--- src/rtl/core/ptrs_pkg.sv ---
// package for the task table scheduler
// slot states, actions, status codes, controller states and scan phases; no dependencies
`default_nettype none
package ptrs_pkg;
    localparam int SLOTS_DEF   = 64;
    localparam int ID_BITS_DEF = 16;

    typedef enum logic [2:0] {
        ST_UNUSED   = 3'd0,
        ST_RUNNABLE = 3'd1,
        ST_RUNNING  = 3'd2,
        ST_SLEEPING = 3'd3,
        ST_ZOMBIE   = 3'd4
    } t_state;

    typedef enum logic [2:0] {
        ACT_CREATE   = 3'd0,
        ACT_SCHEDULE = 3'd1,
        ACT_YIELD    = 3'd2,
        ACT_SLEEP    = 3'd3,
        ACT_EXIT     = 3'd4,
        ACT_WAKEUP   = 3'd5,
        ACT_LOOKUP   = 3'd6
    } t_act;

    typedef enum logic [2:0] {
        STAT_OK        = 3'd0,
        STAT_FULL      = 3'd1,
        STAT_NONE      = 3'd2,
        STAT_NOCUR     = 3'd3,
        STAT_NOTFOUND  = 3'd4
    } t_status;

    typedef enum logic [1:0] {
        FS_IDLE = 2'd0,
        FS_SCAN = 2'd1,
        FS_FIN  = 2'd2
    } t_fsm;

    localparam logic [1:0] PH_CAPTURE = 2'd0;
    localparam logic [1:0] PH_SEARCH  = 2'd1;
    localparam logic [1:0] PH_APPLY   = 2'd2;
endpackage
`default_nettype wire

--- src/rtl/core/ptrs_in_if.sv ---
// request channel of the task table scheduler
// valid/ready handshake with the request fields; no dependencies
`default_nettype none
interface ptrs_in_if #(
    parameter int ID_W = 16
);
    logic            valid;
    logic            ready;
    logic [2:0]      action;
    logic [ID_W-1:0] target_pid;
    logic            user_flag;
    logic [ID_W-1:0] parent_id;

    modport source (output valid, action, target_pid, user_flag, parent_id, input ready);
    modport sink   (input valid, action, target_pid, user_flag, parent_id, output ready);
endinterface
`default_nettype wire

--- src/rtl/core/ptrs_out_if.sv ---
// result channel of the task table scheduler
// valid/ready handshake with the result fields; no dependencies
`default_nettype none
interface ptrs_out_if #(
    parameter int ID_W  = 16,
    parameter int IDX_W = 6
);
    logic             valid;
    logic             ready;
    logic [2:0]       status;
    logic [IDX_W-1:0] slot_index;
    logic [ID_W-1:0]  task_id;
    logic             task_is_user;
    logic             reaped;

    modport source (output valid, status, slot_index, task_id, task_is_user, reaped,
                    input ready);
    modport sink   (input valid, status, slot_index, task_id, task_is_user, reaped,
                    output ready);
endinterface
`default_nettype wire

--- src/rtl/core/ptrs_cell.sv ---
// one slot of the task table, loaded from its neighbour on each shift
// depends on ptrs_pkg
`default_nettype none
module ptrs_cell #(
    parameter int ID_W = ptrs_pkg::ID_BITS_DEF
) (
    input  wire logic              i_clk,
    input  wire logic              i_rst_n,
    input  wire logic              i_shift,
    input  wire ptrs_pkg::t_state  i_state,
    input  wire logic [ID_W-1:0]   i_id,
    input  wire logic [ID_W-1:0]   i_parent,
    input  wire logic              i_user,
    output ptrs_pkg::t_state       o_state,
    output logic [ID_W-1:0]        o_id,
    output logic [ID_W-1:0]        o_parent,
    output logic                   o_user
);
    ptrs_pkg::t_state r_state;
    logic [ID_W-1:0]  r_id;
    logic [ID_W-1:0]  r_parent;
    logic             r_user;

    always_ff @(posedge i_clk) begin
        if (!i_rst_n) begin
            r_state <= ptrs_pkg::ST_UNUSED;
        end else if (i_shift) begin
            r_state <= i_state;
        end
    end

    always_ff @(posedge i_clk) begin
        if (i_shift) begin
            r_id     <= i_id;
            r_parent <= i_parent;
            r_user   <= i_user;
        end
    end

    assign o_state  = r_state;
    assign o_id     = r_id;
    assign o_parent = r_parent;
    assign o_user   = r_user;
endmodule
`default_nettype wire

--- src/rtl/core/ptrs_chain.sv ---
// ring of slot cells; head is cell 0, the tail takes the updated head slot
// depends on ptrs_pkg and ptrs_cell
`default_nettype none
module ptrs_chain #(
    parameter int SLOTS = ptrs_pkg::SLOTS_DEF,
    parameter int ID_W  = ptrs_pkg::ID_BITS_DEF
) (
    input  wire logic              i_clk,
    input  wire logic              i_rst_n,
    input  wire logic              i_shift,
    input  wire ptrs_pkg::t_state  i_state,
    input  wire logic [ID_W-1:0]   i_id,
    input  wire logic [ID_W-1:0]   i_parent,
    input  wire logic              i_user,
    output ptrs_pkg::t_state       o_state,
    output logic [ID_W-1:0]        o_id,
    output logic [ID_W-1:0]        o_parent,
    output logic                   o_user
);
    ptrs_pkg::t_state c_state  [SLOTS+1];
    logic [ID_W-1:0]  c_id     [SLOTS+1];
    logic [ID_W-1:0]  c_parent [SLOTS+1];
    logic             c_user   [SLOTS+1];

    assign c_state[SLOTS]  = i_state;
    assign c_id[SLOTS]     = i_id;
    assign c_parent[SLOTS] = i_parent;
    assign c_user[SLOTS]   = i_user;

    for (genvar k = 0; k < SLOTS; k++) begin : g_cell
        ptrs_cell #(.ID_W(ID_W)) u_cell (
            .i_clk    (i_clk),
            .i_rst_n  (i_rst_n),
            .i_shift  (i_shift),
            .i_state  (c_state[k+1]),
            .i_id     (c_id[k+1]),
            .i_parent (c_parent[k+1]),
            .i_user   (c_user[k+1]),
            .o_state  (c_state[k]),
            .o_id     (c_id[k]),
            .o_parent (c_parent[k]),
            .o_user   (c_user[k])
        );
    end

    assign o_state  = c_state[0];
    assign o_id     = c_id[0];
    assign o_parent = c_parent[0];
    assign o_user   = c_user[0];
endmodule
`default_nettype wire

--- src/rtl/core/process_table_round_robin_scheduler.sv ---
// task table with round-robin scheduling over a rotating ring of slot cells
// each item goes round the ring in capture, search and apply passes, in that order
// a new item is taken only once the last is finished, the ring rotating one slot a cycle while scanning
// a finished result waits in the output register while the next item is taken
// reset: all slots unused, pointer 0, next id 1, no current task
// depends on ptrs_pkg, ptrs_in_if, ptrs_out_if, ptrs_chain
`default_nettype none
module process_table_round_robin_scheduler #(
    parameter int SLOTS   = ptrs_pkg::SLOTS_DEF,
    parameter int ID_BITS = ptrs_pkg::ID_BITS_DEF
) (
    input  wire logic  i_clk,
    input  wire logic  i_rst_n,
    ptrs_in_if.sink    i_in,
    ptrs_out_if.source o_out
);
    localparam int IDX_W = (SLOTS > 1) ? $clog2(SLOTS) : 1;
    localparam logic [IDX_W-1:0] LAST = IDX_W'(SLOTS - 1);

    ptrs_pkg::t_fsm r_state, n_state;
    logic [IDX_W-1:0] r_cnt, n_cnt;
    logic [1:0]       r_phase, n_phase;

    logic [2:0]         r_act;
    logic [ID_BITS-1:0] r_tgt, r_par, r_cpar, n_cpar;
    logic               r_user;

    logic [IDX_W-1:0]   r_rr, n_rr, r_cur, n_cur, r_sel, n_sel, r_selhi, n_selhi;
    logic               r_curv, n_curv, r_fnd, n_fnd, r_fndhi, n_fndhi, r_live, n_live;
    logic [ID_BITS-1:0] r_nid, n_nid, r_oid, n_oid;
    logic               r_ouser, n_ouser;

    logic               r_ov, n_ov;
    ptrs_pkg::t_status  r_ostat, n_ostat;
    logic [IDX_W-1:0]   r_oslot, n_oslot;
    logic [ID_BITS-1:0] r_otid, n_otid;
    logic               r_otu, n_otu, r_orp, n_orp;

    ptrs_pkg::t_state   h_state, t_state_w;
    logic [ID_BITS-1:0] h_id, h_parent, t_id, t_parent;
    logic               h_user, t_user;

    logic               accept, shift, load;
    logic               e_fnd, reap, cand;
    logic [IDX_W-1:0]   e_sel;

    assign accept = i_in.valid && i_in.ready;
    assign shift  = (r_state == ptrs_pkg::FS_SCAN);
    assign load   = (r_state == ptrs_pkg::FS_FIN) && (!r_ov || o_out.ready);

    ptrs_chain #(.SLOTS(SLOTS), .ID_W(ID_BITS)) u_chain (
        .i_clk    (i_clk),
        .i_rst_n  (i_rst_n),
        .i_shift  (shift),
        .i_state  (t_state_w),
        .i_id     (t_id),
        .i_parent (t_parent),
        .i_user   (t_user),
        .o_state  (h_state),
        .o_id     (h_id),
        .o_parent (h_parent),
        .o_user   (h_user)
    );

    // chosen slot and reap decision
    always_comb begin
        e_fnd = r_fnd;
        e_sel = r_sel;
        case (r_act)
            ptrs_pkg::ACT_SCHEDULE: begin
                if (r_fndhi) begin
                    e_sel = r_selhi;
                end
            end
            ptrs_pkg::ACT_YIELD, ptrs_pkg::ACT_SLEEP, ptrs_pkg::ACT_EXIT: begin
                e_fnd = r_curv;
                e_sel = r_cur;
            end
            default: begin
            end
        endcase
        reap = (r_act == ptrs_pkg::ACT_EXIT) && ((r_cpar == '0) || !r_live);
    end

    // next state
    always_comb begin
        n_state = r_state;
        case (r_state)
            ptrs_pkg::FS_IDLE: begin
                if (accept) begin
                    n_state = ptrs_pkg::FS_SCAN;
                end
            end
            ptrs_pkg::FS_SCAN: begin
                if (r_cnt == LAST && r_phase == ptrs_pkg::PH_APPLY) begin
                    n_state = ptrs_pkg::FS_FIN;
                end
            end
            ptrs_pkg::FS_FIN: begin
                if (load) begin
                    n_state = ptrs_pkg::FS_IDLE;
                end
            end
            default: n_state = ptrs_pkg::FS_IDLE;
        endcase
    end

    // datapath
    always_comb begin
        n_cnt   = r_cnt;
        n_phase = r_phase;
        n_cpar  = r_cpar;
        n_sel   = r_sel;
        n_fnd   = r_fnd;
        n_selhi = r_selhi;
        n_fndhi = r_fndhi;
        n_live  = r_live;
        n_oid   = r_oid;
        n_ouser = r_ouser;
        n_rr    = r_rr;
        n_cur   = r_cur;
        n_curv  = r_curv;
        n_nid   = r_nid;
        n_ov    = r_ov;
        n_ostat = r_ostat;
        n_oslot = r_oslot;
        n_otid  = r_otid;
        n_otu   = r_otu;
        n_orp   = r_orp;
        t_state_w = h_state;
        t_id      = h_id;
        t_parent  = h_parent;
        t_user    = h_user;
        cand      = 1'b0;

        if (accept) begin
            n_cnt   = '0;
            n_phase = ptrs_pkg::PH_CAPTURE;
            n_fnd   = 1'b0;
            n_fndhi = 1'b0;
            n_live  = 1'b0;
            n_sel   = '0;
            n_selhi = '0;
            n_cpar  = '0;
        end

        if (shift) begin
            if (r_cnt == LAST) begin
                n_cnt   = '0;
                n_phase = r_phase + 2'd1;
            end else begin
                n_cnt = r_cnt + IDX_W'(1);
            end

            case (r_phase)
                ptrs_pkg::PH_CAPTURE: begin
                    if (r_curv && r_cnt == r_cur) begin
                        n_cpar = h_parent;
                    end
                end
                ptrs_pkg::PH_SEARCH: begin
                    case (r_act)
                        ptrs_pkg::ACT_CREATE:
                            cand = (h_state == ptrs_pkg::ST_UNUSED);
                        ptrs_pkg::ACT_SCHEDULE:
                            cand = (h_state == ptrs_pkg::ST_RUNNABLE)
                                || (r_curv && r_cnt == r_cur);
                        ptrs_pkg::ACT_WAKEUP:
                            cand = (h_state == ptrs_pkg::ST_SLEEPING) && (h_id == r_tgt);
                        ptrs_pkg::ACT_LOOKUP:
                            cand = (h_state != ptrs_pkg::ST_UNUSED) && (h_id == r_tgt);
                        default: cand = 1'b0;
                    endcase
                    if (cand && !r_fnd) begin
                        n_fnd = 1'b1;
                        n_sel = r_cnt;
                    end
                    if (cand && !r_fndhi && r_cnt >= r_rr) begin
                        n_fndhi = 1'b1;
                        n_selhi = r_cnt;
                    end
                    if (h_state != ptrs_pkg::ST_UNUSED && h_id == r_cpar) begin
                        n_live = 1'b1;
                    end
                end
                ptrs_pkg::PH_APPLY: begin
                    if (e_fnd && r_cnt == e_sel) begin
                        n_oid   = h_id;
                        n_ouser = h_user;
                    end
                    case (r_act)
                        ptrs_pkg::ACT_CREATE: begin
                            if (e_fnd && r_cnt == e_sel) begin
                                t_state_w = ptrs_pkg::ST_RUNNABLE;
                                t_id      = r_nid;
                                t_parent  = r_par;
                                t_user    = r_user;
                            end
                        end
                        ptrs_pkg::ACT_SCHEDULE: begin
                            if (e_fnd && r_cnt == e_sel) begin
                                t_state_w = ptrs_pkg::ST_RUNNING;
                            end else if (r_curv && r_cnt == r_cur) begin
                                t_state_w = ptrs_pkg::ST_RUNNABLE;
                            end
                        end
                        ptrs_pkg::ACT_YIELD: begin
                            if (r_curv && r_cnt == r_cur) begin
                                t_state_w = ptrs_pkg::ST_RUNNABLE;
                            end
                        end
                        ptrs_pkg::ACT_SLEEP: begin
                            if (r_curv && r_cnt == r_cur) begin
                                t_state_w = ptrs_pkg::ST_SLEEPING;
                            end
                        end
                        ptrs_pkg::ACT_EXIT: begin
                            if (r_curv && r_cnt == r_cur) begin
                                if (reap) begin
                                    t_state_w = ptrs_pkg::ST_UNUSED;
                                    t_id      = '0;
                                    t_parent  = '0;
                                    t_user    = 1'b0;
                                end else begin
                                    t_state_w = ptrs_pkg::ST_ZOMBIE;
                                end
                            end
                        end
                        ptrs_pkg::ACT_WAKEUP: begin
                            if (h_state == ptrs_pkg::ST_SLEEPING && h_id == r_tgt) begin
                                t_state_w = ptrs_pkg::ST_RUNNABLE;
                            end
                        end
                        default: begin
                        end
                    endcase
                end
                default: begin
                end
            endcase
        end

        if (o_out.ready) begin
            n_ov = 1'b0;
        end

        if (load) begin
            n_ov    = 1'b1;
            n_ostat = ptrs_pkg::STAT_OK;
            n_oslot = '0;
            n_otid  = '0;
            n_otu   = 1'b0;
            n_orp   = 1'b0;
            case (r_act)
                ptrs_pkg::ACT_CREATE: begin
                    if (e_fnd) begin
                        n_oslot = e_sel;
                        n_otid  = r_nid;
                        n_otu   = r_user;
                        n_nid   = (r_nid == '1) ? ID_BITS'(1) : r_nid + ID_BITS'(1);
                    end else begin
                        n_ostat = ptrs_pkg::STAT_FULL;
                    end
                end
                ptrs_pkg::ACT_SCHEDULE: begin
                    if (e_fnd) begin
                        n_oslot = e_sel;
                        n_otid  = r_oid;
                        n_otu   = r_ouser;
                        n_rr    = (e_sel == LAST) ? '0 : e_sel + IDX_W'(1);
                        n_cur   = e_sel;
                        n_curv  = 1'b1;
                    end else begin
                        n_ostat = ptrs_pkg::STAT_NONE;
                        n_curv  = 1'b0;
                    end
                end
                ptrs_pkg::ACT_YIELD, ptrs_pkg::ACT_SLEEP, ptrs_pkg::ACT_EXIT: begin
                    if (r_curv) begin
                        n_oslot = r_cur;
                        n_otid  = r_oid;
                        n_otu   = r_ouser;
                        n_orp   = reap;
                        n_curv  = 1'b0;
                    end else begin
                        n_ostat = ptrs_pkg::STAT_NOCUR;
                    end
                end
                ptrs_pkg::ACT_WAKEUP, ptrs_pkg::ACT_LOOKUP: begin
                    if (e_fnd) begin
                        n_oslot = e_sel;
                        n_otid  = r_oid;
                        n_otu   = r_ouser;
                    end else begin
                        n_ostat = ptrs_pkg::STAT_NOTFOUND;
                    end
                end
                default: begin
                end
            endcase
        end
    end

    always_ff @(posedge i_clk) begin
        if (!i_rst_n) begin
            r_state <= ptrs_pkg::FS_IDLE;
            r_cnt   <= '0;
            r_phase <= ptrs_pkg::PH_CAPTURE;
            r_rr    <= '0;
            r_cur   <= '0;
            r_curv  <= 1'b0;
            r_nid   <= ID_BITS'(1);
            r_ov    <= 1'b0;
        end else begin
            r_state <= n_state;
            r_cnt   <= n_cnt;
            r_phase <= n_phase;
            r_rr    <= n_rr;
            r_cur   <= n_cur;
            r_curv  <= n_curv;
            r_nid   <= n_nid;
            r_ov    <= n_ov;
        end
    end

    always_ff @(posedge i_clk) begin
        if (accept) begin
            r_act  <= i_in.action;
            r_tgt  <= i_in.target_pid;
            r_user <= i_in.user_flag;
            r_par  <= i_in.parent_id;
        end
        r_cpar  <= n_cpar;
        r_sel   <= n_sel;
        r_fnd   <= n_fnd;
        r_selhi <= n_selhi;
        r_fndhi <= n_fndhi;
        r_live  <= n_live;
        r_oid   <= n_oid;
        r_ouser <= n_ouser;
        r_ostat <= n_ostat;
        r_oslot <= n_oslot;
        r_otid  <= n_otid;
        r_otu   <= n_otu;
        r_orp   <= n_orp;
    end

    // outputs
    always_comb begin
        i_in.ready         = (r_state == ptrs_pkg::FS_IDLE);
        o_out.valid        = r_ov;
        o_out.status       = r_ostat;
        o_out.slot_index   = r_oslot;
        o_out.task_id      = r_otid;
        o_out.task_is_user = r_otu;
        o_out.reaped       = r_orp;
    end

    a_idle_cnt: assert property (@(posedge i_clk) disable iff (!i_rst_n)
        i_in.ready |-> (r_cnt == '0))
        else $error("scan counter not at rest while idle");
    a_fail_zero: assert property (@(posedge i_clk) disable iff (!i_rst_n)
        (o_out.valid && o_out.status != ptrs_pkg::STAT_OK)
        |-> (o_out.slot_index == '0 && o_out.task_id == '0 && !o_out.reaped))
        else $error("failed result carries slot fields");
    a_reap_clears: assert property (@(posedge i_clk) disable iff (!i_rst_n)
        load && reap && r_curv |=> !r_curv)
        else $error("current task kept after exit");
    a_fin_from_scan: assert property (@(posedge i_clk) disable iff (!i_rst_n)
        $rose(r_state == ptrs_pkg::FS_FIN) |-> $past(r_phase) == ptrs_pkg::PH_APPLY)
        else $error("result finished before the apply pass");
endmodule
`default_nettype wire

--- src/flat_wrapper.sv ---
// flat-port wrapper written by rule: the top's interface ports become plain ports
module process_table_round_robin_scheduler_flat import ptrs_pkg::*;
#(
    parameter int SLOTS   = ptrs_pkg::SLOTS_DEF,
    parameter int ID_BITS = ptrs_pkg::ID_BITS_DEF
)
  (i_clk, i_rst_n, i_in_valid, i_in_action, i_in_target_pid, i_in_user_flag, i_in_parent_id, i_in_ready, o_out_valid, o_out_status, o_out_slot_index, o_out_task_id, o_out_task_is_user, o_out_reaped, o_out_ready);
  ptrs_in_if #(.ID_W(ID_BITS)) i_in_i ();
  ptrs_out_if #(.ID_W(ID_BITS), .IDX_W(6)) o_out_i ();
  input  wire logic i_clk;
  input  wire logic i_rst_n;
  input wire logic [$bits(i_in_i.valid)-1:0] i_in_valid;
  input wire logic [$bits(i_in_i.action)-1:0] i_in_action;
  input wire logic [$bits(i_in_i.target_pid)-1:0] i_in_target_pid;
  input wire logic [$bits(i_in_i.user_flag)-1:0] i_in_user_flag;
  input wire logic [$bits(i_in_i.parent_id)-1:0] i_in_parent_id;
  output wire logic [$bits(i_in_i.ready)-1:0] i_in_ready;
  output wire logic [$bits(o_out_i.valid)-1:0] o_out_valid;
  output wire logic [$bits(o_out_i.status)-1:0] o_out_status;
  output wire logic [$bits(o_out_i.slot_index)-1:0] o_out_slot_index;
  output wire logic [$bits(o_out_i.task_id)-1:0] o_out_task_id;
  output wire logic [$bits(o_out_i.task_is_user)-1:0] o_out_task_is_user;
  output wire logic [$bits(o_out_i.reaped)-1:0] o_out_reaped;
  input wire logic [$bits(o_out_i.ready)-1:0] o_out_ready;
  assign i_in_i.valid = i_in_valid;
  assign i_in_i.action = i_in_action;
  assign i_in_i.target_pid = i_in_target_pid;
  assign i_in_i.user_flag = i_in_user_flag;
  assign i_in_i.parent_id = i_in_parent_id;
  assign i_in_ready = i_in_i.ready;
  assign o_out_valid = o_out_i.valid;
  assign o_out_status = o_out_i.status;
  assign o_out_slot_index = o_out_i.slot_index;
  assign o_out_task_id = o_out_i.task_id;
  assign o_out_task_is_user = o_out_i.task_is_user;
  assign o_out_reaped = o_out_i.reaped;
  assign o_out_i.ready = o_out_ready;
  process_table_round_robin_scheduler #(.SLOTS(SLOTS), .ID_BITS(ID_BITS)) u_core (.i_clk(i_clk), .i_rst_n(i_rst_n), .i_in(i_in_i), .o_out(o_out_i));
endmodule
--- config.mk ---
export PLATFORM = sky130hd
export DESIGN_NAME = process_table_round_robin_scheduler_flat
export DESIGN_NICKNAME = d
export VERILOG_FILES = /design/src/rtl/core/ptrs_pkg.sv /design/src/rtl/core/ptrs_in_if.sv /design/src/rtl/core/ptrs_out_if.sv /design/src/rtl/core/ptrs_cell.sv /design/src/rtl/core/ptrs_chain.sv /design/src/rtl/core/process_table_round_robin_scheduler.sv /design/src/flat_wrapper.sv
export SDC_FILE = /design/constraint.sdc
export NUM_CORES = 2
export LEC_CHECK = 0
export BUFFER_PORTS_ARGS = -buffer_cell sky130_fd_sc_hd__clkbuf_2
export CORE_MARGIN = 4
export CORE_UTILIZATION = 30
export DETAILED_ROUTE_END_ITERATION = 12
export GPL_TIMING_DRIVEN = 0
export PLACE_DENSITY = 0.47
export SYNTH_ARGS = -nofsm -noshare
export SYNTH_HDL_FRONTEND = slang
export SYNTH_SLANG_ARGS = --single-unit
--- constraint.sdc ---
create_clock -name i_clk -period 105.7 [get_ports i_clk]
set_input_delay 26.425 -clock i_clk [delete_from_list [all_inputs] [get_ports i_clk]]
set_output_delay 26.425 -clock i_clk [all_outputs]
set_load 0.01 [all_outputs]
Word-level counts from Yosys, hierarchy flattened
Cells that the tools add are included.
{"block": "word_totals", "in_bits": 40, "ram_bits": 0, "mem_bits_ro": 0, "register_bits": 2455, "latchBits": 0, "n_memories": 0}
{"block": "op_classes", "n_reduce_logical": 38, "addsub": 4, "bitwise_logic": 0, "n_lt_le_gt_ge": 1, "n_shift": 0, "div_mod_pow": 0, "multipliers": 0, "n_eq_ne": 22, "muxes": 86}
{"operator": "16-bit two-way mux", "count": 16}
{"operator": "6-bit two-way mux", "count": 15}
{"operator": "16-bit one-hot mux with 2 select lines", "count": 2}
{"operator": "16-bit one-hot mux with 3 select lines", "count": 1}
{"operator": "16-bit equality test", "count": 2}
{"operator": "3-bit two-way mux", "count": 9}
{"operator": "1-bit two-way mux", "count": 26}
{"operator": "6-bit one-hot mux with 2 select lines", "count": 2}
{"operator": "3-bit one-hot mux with 6 select lines", "count": 1}
{"operator": "16-bit by 1-bit adder with 16-bit output, second input constant", "count": 1}
{"operator": "16-bit equality test, second input constant", "count": 1}
{"operator": "16-bit logical NOT", "count": 1}
{"operator": "2-bit two-way mux", "count": 8}
{"operator": "6-bit by 1-bit adder with 6-bit output, second input constant", "count": 2}
{"operator": "6-bit equality test", "count": 2}
{"operator": "6-bit equality test, second input constant", "count": 2}
{"operator": "1-bit logical AND", "count": 12}
{"operator": "3-bit one-hot mux with 4 select lines", "count": 1}
{"operator": "3-bit AND reduction", "count": 4}
{"operator": "3-bit by 2-bit equality test with 1-bit output, second input constant", "count": 3}
{"operator": "3-bit equality test, second input constant", "count": 3}
{"operator": "3-bit by 1-bit equality test with 1-bit output, second input constant", "count": 2}
{"operator": "6-bit >= comparator", "count": 1}
{"operator": "3-bit logical NOT", "count": 2}
{"operator": "other kinds (18)", "count": 32}

Logic depth before layout (Yosys ltp)
{"block": "depth", "word_depth": 11, "depth_mapped": 10, "ltp_nobuf": 9}

Modules after synthesis
Synthesis repeated with hierarchy kept, for this count alone.
{"block": "hier_totals", "cells_unflattened": 3400, "hier_area_um2": 77847.2}
{"mod": "ptrs_cell", "n_inst": 64, "cells_each": 42, "area_each_um2": 1099.8}
{"mod": "process_table_round_robin_scheduler", "n_inst": 1, "cells_each": 712, "area_each_um2": 7459.7}

Worst setup path before layout
No wires, ideal clock.
{"block": "synth_path", "kind": "register to register", "from": "reg u_core.r_state[1]", "to": "reg u_core.u_chain.g_cell[0].u_cell.r_id[0] (enable)", "slack_ns": 44.708, "n_path_buf": 2, "t_required_ns": 102.397, "setup_time_ns": 3.303, "t_arrival_ns": 57.688, "stages_incl_launch_ff": 5, "synth_period_minus_slack_ns": 60.992, "path_cell_list": "dfxtp_1 -> nand2b_1 -> clkbuf_1 -> inv_2 -> clkbuf_1"}
{"block": "synth_between", "elab_chain_cells": 1}
{"item": "start, declared", "line_no": "process_table_round_robin_scheduler.sv:20", "source": "ptrs_pkg::t_fsm r_state, n_state;"}
{"item": "start signal, assigned", "line_no": "process_table_round_robin_scheduler.sv:306", "source": "r_state <= ptrs_pkg::FS_IDLE;"}
{"item": "start signal, assigned", "line_no": "process_table_round_robin_scheduler.sv:315", "source": "r_state <= n_state;"}
{"item": "2-bit by 1-bit equality test with 1-bit output", "line_no": "process_table_round_robin_scheduler.sv:48", "source": "assign shift = (r_state == ptrs_pkg::FS_SCAN);"}
{"item": "end signal, assigned", "line_no": "ptrs_cell.sv:34", "source": "r_id <= i_id;"}
{"item": "end, declared", "line_no": "ptrs_cell.sv:20", "source": "logic [ID_W-1:0] r_id;"}
No other way between the ends.
A chain may end at the register's enable or synchronous reset.

Worst setup path after layout
{"block": "layout_path", "from": "in o_out_ready", "to": "reg u_core.r_rr[5]"}
{"block": "layout_between", "elab_chain_cells": 3}
{"item": "start, declared", "line_no": "flat_wrapper.sv:24", "source": "input wire logic [$bits(o_out_i.ready)-1:0] o_out_ready;"}
{"item": "1-bit logical OR", "line_no": "process_table_round_robin_scheduler.sv:49", "source": "assign load = (r_state == ptrs_pkg::FS_FIN) && (!r_ov || o_out.ready);"}
{"item": "1-bit logical AND", "line_no": "process_table_round_robin_scheduler.sv:49"}
{"item": "net u_core.load", "line_no": "process_table_round_robin_scheduler.sv:43", "source": "logic accept, shift, load;"}
{"item": "3-bit AND reduction (no line)"}
{"item": "end signal, assigned", "line_no": "process_table_round_robin_scheduler.sv:318", "source": "r_rr <= n_rr;"}
{"item": "end, declared", "line_no": "process_table_round_robin_scheduler.sv:28", "source": "logic [IDX_W-1:0] r_rr, n_rr, r_cur, n_cur, r_sel, n_sel, r_selhi, n_selhi;"}
The timed path passes the listed nets, and every way through them passes these cells.

==> results.sh <==
export IMPL_status="finished clean"
export IMPL_hold_violations=0
export IMPL_cts_tree="done"
export IMPL_grt_overflow_total=0
export IMPL_synth_common_cells="edfxtp_1, nand2_1, dfxtp_1"
export IMPL_drive_gt1_share_pct=11.26
export IMPL_period_needed_ps=28340
export IMPL_synth_top_area_share_pct=85.05
export IMPL_power_share_sequential_pct=57.3
export IMPL_cap_violations=0
export IMPL_synth_edf_count=2192
export IMPL_yosysWarnings=0
export IMPL_grt_usage_pct=8.832
export IMPL_cts_max_level=4
export IMPL_cts_made_buffers=233
export IMPL_power_share_combinational_pct=2.3
export IMPL_rsz0062_at_grt="no"
export IMPL_ys_ff_latch=2455
export IMPL_fp_dieH_um=515.9
export IMPL_drt_drc_violations_left=0
export IMPL_die_w_um=515.9
export IMPL_tightest_slew_ps=1123
export IMPL_drt_pass1_iter_count=5
export IMPL_cp_end_kind="flip-flop"
export IMPL_core_area_um2=256700
export IMPL_p_per_area_nw_per_um2=21.93
export IMPL_port_buffers=67
export IMPL_antenna_found_initial=7
export IMPL_gp_congestion=0.7767
export IMPL_finalCoreUtilization_pct=35.22
export IMPL_synthFlopType="edfxtp_1"
export IMPL_yosysMostFrequentCell="edfxtp_1"
export IMPL_p_int_mw=1.574
export IMPL_clkLatencyLatePin_ps=840
export IMPL_finalNetCount=4096
export IMPL_viasPerCell=4.112
export IMPL_setup_ws_ps=77360
export IMPL_postCtsHoldBufs=0
export IMPL_clock_skew_ps=62.26
export IMPL_start_util_pct=30.15
export IMPL_clock_tree_root_cell="clkbuf_16"
export IMPL_syn_area_per_cell_um2=20.89
export IMPL_num_vias=31390
export IMPL_wire_per_inst_um=15.83
export IMPL_first_global_vias=30930
export IMPL_p_leak_nw=28.96
export IMPL_peakVddDrop_uv=15.61
export IMPL_p_sw_share_pct=20.61
export IMPL_tns_ps=0
export IMPL_drt_iter0_drc=2696
export IMPL_antenna_left=0
export IMPL_grt_pass1_wl_um=184500
export IMPL_critPathLaunchType="input pin"
export IMPL_grt_max_degree=77
export IMPL_ctsResizeCount=0
export IMPL_place_hpwl_um=68250
export IMPL_hold_slack_ps=357.6
export IMPL_max_freq_ghz=0.03529
export IMPL_syn_cell_area_um2=77390
export IMPL_ios=69
export IMPL_clockBufferDepth=3
export IMPL_clk_pin_slew_ps=60
export IMPL_synth_cell_types=63
export IMPL_critPathMaxFanout=30
export IMPL_dp_slack_ps=76380
export IMPL_num_rows=186
export IMPL_postSynth_asyncResetShare_pct=0
export IMPL_postRouteWirelength_um=120800
export IMPL_yosysTopAreaCell="edfxtp_1"
export IMPL_synth_nets=3757
export IMPL_seq_area_frac_synth_pct=91.86
export IMPL_dieArea_um2=266200
export IMPL_p_sw_uw=408.6
export IMPL_hp_class="reg -> reg"
export IMPL_drv_slew=0
export IMPL_clkSinkCount=2455
export IMPL_area_growth_pct=16.81
export IMPL_critical_path_class="in -> reg"
export IMPL_post_cts_buffers=0
export IMPL_worst_endpoint_required_ps=106460
export IMPL_fin_crit_sh_pct=26.81
export IMPL_cp_arrival_ps=29100
export IMPL_synth_area_leaders="edfxtp_1, dfxtp_1, nand2_1"
export IMPL_synthCells=3705
export IMPL_power_frac_clock_pct=40.4
export IMPL_finalSetupViolations=0
export IMPL_slew_limit_headroom_pct=24.50
-- final cells by class --
class	count	area, µm²
fill	23740	166300
sequential	2455	71090
clock buffer	289	6101
multi-input combinational	1090	5680
tap	3384	4234
clock inverter	147	1354
timing repair buffer	104	1291
buffer	105	431.7
inverter	55	206.4
antenna	4	10.01
-- cells in the final DEF, fill, tap and decap left out, types with 7 or more instances in the layout --
| cell | n |
|---|---|
| ha_1 | 12 |
| dfxtp_1 | 263 |
| clkinv_16 | 9 |
| mux2i_1 | 45 |
| edfxtp_1 | 2192 |
| xnor2_1 | 36 |
| or3_1 | 7 |
| nor4_1 | 9 |
| xor2_1 | 22 |
| nor2_1 | 43 |
| clkinv_2 | 51 |
| clkinvlp_4 | 7 |
| a21oi_1 | 210 |
| inv_1 | 52 |
| buf_16 | 32 |
| nand2_1 | 514 |
| clkinv_1 | 48 |
| bufinv_16 | 13 |
| nand4_1 | 9 |
| clkbuf_16 | 233 |
| clkbuf_2 | 67 |
| nand3_1 | 29 |
| and3_1 | 14 |
| o21ai_0 | 47 |
| clkbuf_1 | 138 |
-- stage by stage --
step           area, µm²  instances  power, mW
2_1_floorplan      77390       3705      1.333
3_3_place_gp       81960       7156      1.408
3_5_place_dp       82930       7193      1.203
4_1_cts            90390       7629      2.020
5_1_grt            90390       7631      2.069
6_report           90400       7633      1.982
-- final timing paths --
path	end	slack [ps]	startpoint	cells after the start
max	u_core.r_rr[5]$_SDFFE_PN0P_	77360	o_out_ready	9
min	u_core.u_chain.g_cell[34].u_cell.o_id[15]$_DFFE_PP_	360	u_core.u_chain.g_cell[35].u_cell.o_id[15]$_DFFE_PP_	0
max reg2reg	u_core.u_chain.g_cell[63].u_cell.o_parent[10]$_DFFE_PP_	101290	u_core.r_act[1]$_DFFE_PP_	10
min reg2reg	u_core.u_chain.g_cell[34].u_cell.o_id[15]$_DFFE_PP_	360	u_core.u_chain.g_cell[35].u_cell.o_id[15]$_DFFE_PP_	0
-- per-layer routing --
layer | vias up | GRT usage [%] | part of all wire, %
met2 | 489 | 12.80 | 43
met1 | 15950 | 13.05 | 50
met5 | - | 0 | 0
met4 | 0 | 2.952 | 2.4
li1 | 14710 | - | -
met3 | 236 | 2.037 | 4.6
-- cells by family (layout without fill, tap and decap cells) --
| logic type | count (synthesis) | after routing | synth area share, % |
|---|---|---|---|
| and+or+nand+nor | 656 | 656 | 3.529 |
| DFF | 2455 | 2455 | 91.86 |
| buffers and inverters | 160 | 700 | 0.8197 |
| xor gates and xnor gates | 63 | 63 | 0.7615 |
| adders and majority gates | 12 | 12 | 0.1940 |
| AOI/OAI and AO/OA | 313 | 313 | 2.241 |
| muxes | 46 | 46 | 0.5966 |
| other | 0 | 4 | 0 |
-- critical path, cell delays in order --
cell,delay [ps]
clkbuf_2,90
nand2b_1,420
and2_2,800
nand2_1,80
or2_1,290
clkbuf_1,230
a31oi_1,450
o21ai_1,140
a21oi_1,150
-- flip-flops by register name (all words and copies together), names as in the netlist, 16 cells and up --
signal / cells
u_core.u_chain.g_cell.u_cell.o_id: 1024
u_core.u_chain.g_cell.u_cell.o_parent: 1024
u_core.u_chain.g_cell.u_cell.o_state: 192
u_core.u_chain.g_cell.u_cell.o_user: 64
u_core.o_out.task_id: 16
u_core.r_cpar: 16
u_core.r_nid: 16
u_core.r_oid: 16
u_core.r_par: 16
u_core.r_tgt: 16
-- power groups by stage --
| stage | Sequential [mW] | Combinational (mW) | Clock [mW] |
|---|---|---|---|
| final | 1.14 | 0.0455 | 0.801 |
| after global routing | 1.14 | 0.0508 | 0.878 |
| after CTS | 1.14 | 0.0474 | 0.836 |
| after detailed placement | 1.16 | 0.0474 | 0 |
| after global placement | 1.37 | 0.0388 | 0 |
| after floorplan | 1.31 | 0.0265 | 0 |
Power figures use the tool's default switching activity.
